<file path="config.mk">
export PLATFORM = sky130hd
export DESIGN_NAME = fcelm_ctrl
export DESIGN_NICKNAME = d
export VERILOG_FILES = /design/src/rtl/core/fcelm_pkg.sv /design/src/rtl/core/fcelm_ctrl.sv
export SDC_FILE = /design/constraint.sdc
export NUM_CORES = 1
export LEC_CHECK = 0
export ABC_AREA = 0
export BUFFER_PORTS_ARGS = -buffer_cell sky130_fd_sc_hd__buf_2
export CAP_MARGIN = 5
export CORE_AREA = 2 2 39 41
export DETAILED_ROUTE_END_ITERATION = 6
export DIE_AREA = 0 0 41 43
export HOLD_SLACK_MARGIN = 0.06
export SYNTH_ARGS = -nofsm -noshare
export SYNTH_HDL_FRONTEND = slang
export SYNTH_SLANG_ARGS = --single-unit
</file>
<file path="constraint.sdc">
create_clock -name clk -period 2.7 [get_ports clk]
set_clock_uncertainty 0.05 [all_clocks]
set_input_delay 0.54 -clock clk [delete_from_list [all_inputs] [get_ports clk]]
set_output_delay 0.54 -clock clk [all_outputs]
set_load 0.05 [all_outputs]
</file>
<file path="src/rtl/core/fcelm_pkg.sv">
// ----------------------------------------------------------------------------
// fcelm_pkg
// Shared types and constants for the Frei-Chen edge/line measure block.
// ----------------------------------------------------------------------------
package fcelm_pkg;

    localparam int unsigned SQ2_FIX    = 23170;
    localparam int unsigned MAX_HEIGHT = 1024;

    localparam logic [1:0] REG_MODE   = 2'd0;
    localparam logic [1:0] REG_WIDTH  = 2'd1;
    localparam logic [1:0] REG_HEIGHT = 2'd2;

    localparam logic [1:0] MODE_BOTH  = 2'd0;
    localparam logic [1:0] MODE_EDGE  = 2'd1;
    localparam logic [1:0] MODE_LINE  = 2'd2;

    // energies are below 2^103; keep 104 bits
    localparam int unsigned EW = 104;

    typedef enum logic [2:0] {
        ST_IDLE,
        ST_READ,
        ST_PROJ,
        ST_ENERGY,
        ST_SUM,
        ST_DIV,
        ST_ROOT,
        ST_OUT
    } state_t;

    // controller -> datapath
    typedef struct packed {
        logic load_pixel;   // latch pixel, issue line-store read
        logic pick_window;  // assemble the 3x3 for the current result
        logic proj;         // compute projections
        logic energy;       // square the projections
        logic sum;          // weighted sums into numerator and denominator
        logic div_init;
        logic div_step;
        logic out_load;     // move result into output register
        logic commit;       // update stores, window and counters
        logic restart;      // counters back to origin
    } cmd_t;

    // datapath -> controller
    typedef struct packed {
        logic [2:0] n_results;
        logic       iter_done;
        logic       den_zero;
    } status_t;

endpackage

</file>
<file path="src/rtl/core/fcelm_ctrl.sv">
// ----------------------------------------------------------------------------
// fcelm_ctrl
// Sequencer: one pixel at a time, up to four results, each through a
// shared bit-serial divider and square root.
// ----------------------------------------------------------------------------
module fcelm_ctrl
    import fcelm_pkg::*;
(
    input  logic    clk,
    input  logic    rst_n,
    input  logic    in_valid,
    output logic    in_ready,
    input  logic    out_ready,
    output logic    out_valid,
    input  logic    cfg_restart,
    input  status_t status,
    output cmd_t    cmd,
    output logic [1:0] res_idx
);

    state_t     state_reg, state_next;
    logic [1:0] idx_reg, idx_next;
    logic       ov_reg, ov_next;

    always_ff @(posedge clk or negedge rst_n)
    begin
        if (!rst_n)
        begin
            state_reg <= ST_IDLE;
            idx_reg   <= '0;
            ov_reg    <= 1'b0;
        end
        else
        begin
            state_reg <= state_next;
            idx_reg   <= idx_next;
            ov_reg    <= ov_next;
        end
    end

    assign out_valid = ov_reg;
    assign res_idx   = idx_reg;
    assign in_ready  = (state_reg == ST_IDLE);

    always_comb
    begin
        state_next = state_reg;
        idx_next   = idx_reg;
        ov_next    = ov_reg;
        cmd        = '0;
        cmd.restart = cfg_restart;
        if (ov_reg && out_ready)
            ov_next = 1'b0;
        unique case (state_reg)
            ST_IDLE:
            begin
                if (in_valid)
                begin
                    cmd.load_pixel = 1'b1;
                    state_next     = ST_READ;
                    idx_next       = '0;
                end
            end
            ST_READ:
            begin
                if (status.n_results == 3'd0)
                begin
                    cmd.commit = 1'b1;
                    state_next = ST_IDLE;
                end
                else
                begin
                    cmd.pick_window = 1'b1;
                    state_next      = ST_PROJ;
                end
            end
            ST_PROJ:
            begin
                cmd.proj   = 1'b1;
                state_next = ST_ENERGY;
            end
            ST_ENERGY:
            begin
                cmd.energy   = 1'b1;
                state_next   = ST_SUM;
            end
            ST_SUM:
            begin
                cmd.sum      = 1'b1;
                state_next   = ST_DIV;
            end
            ST_DIV:
            begin
                cmd.div_init = 1'b1;
                state_next   = ST_ROOT;
            end
            ST_ROOT:
            begin
                if (status.iter_done)
                begin
                    state_next = ST_OUT;
                end
                else if (status.den_zero)
                begin
                    state_next = ST_OUT;
                end
                else
                begin
                    cmd.div_step  = 1'b1;
                end
            end
            ST_OUT:
            begin
                if (!ov_reg || out_ready)
                begin
                    cmd.out_load = 1'b1;
                    ov_next      = 1'b1;
                    if ({1'b0, idx_reg} + 3'd1 == status.n_results)
                    begin
                        cmd.commit = 1'b1;
                        state_next = ST_IDLE;
                    end
                    else
                    begin
                        // window is picked once the new index is registered
                        idx_next   = idx_reg + 2'd1;
                        state_next = ST_READ;
                    end
                end
            end
            default: state_next = ST_IDLE;
        endcase
    end

endmodule

</file>
==> results_dict.tcl <==
set metrics [dict create \
    status "completed" \
    worstSetupPathType "flip-flop to output pin" \
    fin_tns_setup_ns 0 \
    placed_cell_area_um2 576.8 \
    r2r-start "res_idx[0]$_DFFE_PN0P_" \
    worst_hold_slack_ns 0.07095 \
    diodes 0 \
    final_core_util_pct 43.31 \
    cts_resized 0 \
    postCtsSetupBuffers 0 \
    rsz0062_at_grt "no" \
    synthToLayoutAreaGrowth_pct 28.07 \
    synth_cell_type_count 27 \
    clock_path_buffers 2 \
    crit_chain "ha_1 > xnor2_1 > nand3_1 > o22ai_1 > and2_1 > buf_2" \
    wirelength_um 976 \
    pin_count 24 \
    start_util_pct 33.82 \
    netlist_instances 54 \
    rows 14 \
    grt_pass1_wl_mm 1.580 \
    cp_data_arrival_time_ns 1.84 \
    ys_top_cells_by_area "dfrtp_1 32%, nor2_1 5.6%, and3b_1 5.6%" \
    power_density_nw_per_um2 1412 \
    setup_viol_count_final 0 \
    postLayoutCellArea_um2 599.3 \
    die-area_um2 1763 \
    largest_reg_flops 3 \
    avgViaCountPerCell 4.967 \
    grt_pass1_vias 390 \
    start_kind "flip-flop" \
    die_w_um 41 \
    port_buffers 21 \
    synth_area_per_cell_um2 8.666 \
    synth-seq-cells 6 \
    die_h_um 43 \
    rrSetupSlack_ns 1.11 \
    ff2ff_path_depth 5 \
    fmax_mhz 411.5 \
    maxCapViolCount 0 \
    dr.pass1.iters 2 \
    cts.sinks 6 \
    yosysTopAreaCellShare_pct 32.09 \
    end_kind "output pin" \
    cp.required_ns 2.11 \
    min_path_type "primary input to asynchronous set/reset pin" \
    core_area_um2 1384 \
    cts_hold_buf 0 \
    clkTransAtPathRegs_ns 0.04 \
    cts_buffers 3 \
    leakage_nw 0.3123 \
    insertion_delay_ns 0.23 \
    yosysSeqAreaShare_pct 32.09 \
    cts_root_buffer "clkbuf_4" \
    irDropWorstVdd_mv 0.7236 \
    synthesis.area_um2 467.9 \
    slowest_delay_ns 0.41 \
    finalCritPeriodShare_pct 90.01 \
    slew-limit-headroom_pct 69.48 \
    yosysTopAreaCell "dfrtp_1" \
    fin_nets 87 \
    finalHoldViolCount 0 \
    dp_hpwl_um 808.3 \
    overflow 0 \
    yosys_warnings 0 \
    synthesis.nets 65 \
    slowest_stage "dfrtp_1" \
    drt_iter0_drc 3 \
    maxSlewViolCount 0 \
    finalCriticalPeriod_ns 2.430 \
    drive_above_1_share_pct 39.19 \
    grt_use_total_pct 13.10 \
    r2r-end "res_idx[0]$_DFFE_PN0P_" \
    antenna_found_initial 0 \
    cts_tree "yes" \
    wire_per_inst_um 10.84 \
    antenna_left 0 \
    drc 0 \
    path_max_fanout 5 \
    htreeDepth 1 \
    grt_max_degree 16 \
    vias 447 \
    gp_congestion 0.6835 \
    worst_pin_slew_ns 0.4578 \
    p_total_uw 846.2 \
]
[critical path: cells and delay by family (launching register included)]
kind,cells,cell delay (ns)
AOI/OAI and AO/OA,1,0.13
xor gates and xnor gates,1,0.21
adders and majority gates,1,0.34
buffers and inverters,1,0.25
DFF,1,0.41
and+or+nand+nor,2,0.26
[worst max path at each step]
stage,end,cells past startpoint,slack [ns],startpoint
after global placement,cmd[1],6,0.48,status[2]
after detailed placement,cmd[1],6,0.47,status[2]
after CTS,cmd[1],6,0.25,res_idx[0]$_DFFE_PN0P_
after global routing,cmd[1],6,0.14,res_idx[0]$_DFFE_PN0P_
after floorplan,cmd[1],5,0.24,res_idx[0]$_DFFE_PN0P_
final,cmd[1],6,0.27,res_idx[0]$_DFFE_PN0P_
[power by group]
| part | internal, mW | switching, mW | total (mW) |
|---|---|---|---|
| Clock | 0.0500 | 0.0280 | 0.0780 |
| Combinational | 0.172 | 0.363 | 0.536 |
| Sequential | 0.134 | 0.0988 | 0.232 |
| Total | 0.356 | 0.490 | 0.846 |
[layout by cell type (no fill, tap or decap), types with 3 or more instances in the layout]
| cell type | instances |
|---|---|
| and2_1 | 3 |
| and3b_1 | 3 |
| buf_2 | 21 |
| clkbuf_4 | 3 |
| dfrtp_1 | 6 |
| nand2b_1 | 3 |
| nand3_1 | 3 |
| nor2_1 | 7 |
[synth_stat cells, drive strengths merged]
cell type  n
nand2b     3
a31oi      1
ha         1
o21ai      1
nor2       7
and3       1
o31ai      1
nor2b      2
dfrtp      6
nor4b      2
and2       3
nor3b      1
and3b      3
xnor2      2
xor2       1
nand2      2
nor3       2
nor4       1
a21o       2
a21oi      2
nand3      4
buf        4
o22ai      2
[metal layers]
metal  track usage, %  part of all wire (%)
met2            18.75                    45
met4            4.000                     0
met5                0                     0
met1            17.67                    45
met3            5.236                   9.4
[cells by family after synthesis]
family | count (synthesis) | synth area share (%)
xor gates and xnor gates | 3 | 5.616
adders and majority gates | 1 | 2.673
buffers and inverters | 4 | 6.150
and+or+nand+nor | 31 | 40.11
DFF | 6 | 32.08
AOI/OAI and AO/OA | 9 | 13.37
[cell type report]
| cell class | count | area [um2] |
|---|---|---|
| Multi-Input combinational cell | 44 | 301.5 |
| Fill cell | 151 | 784.5 |
| Timing Repair Buffer | 21 | 105.1 |
| Clock buffer | 3 | 22.52 |
| Tap cell | 16 | 20.02 |
| Sequential cell | 6 | 150.1 |
[through the flow]
stage | std cells | worst slack [ns]
2_1_floorplan | 54 | 0.2379
3_3_place_gp | 87 | 0.4769
3_5_place_dp | 87 | 0.4715
4_1_cts | 90 | 0.2495
5_1_grt | 90 | 0.1437
6_report | 90 | 0.2696
Power figures use the tool's default switching activity.
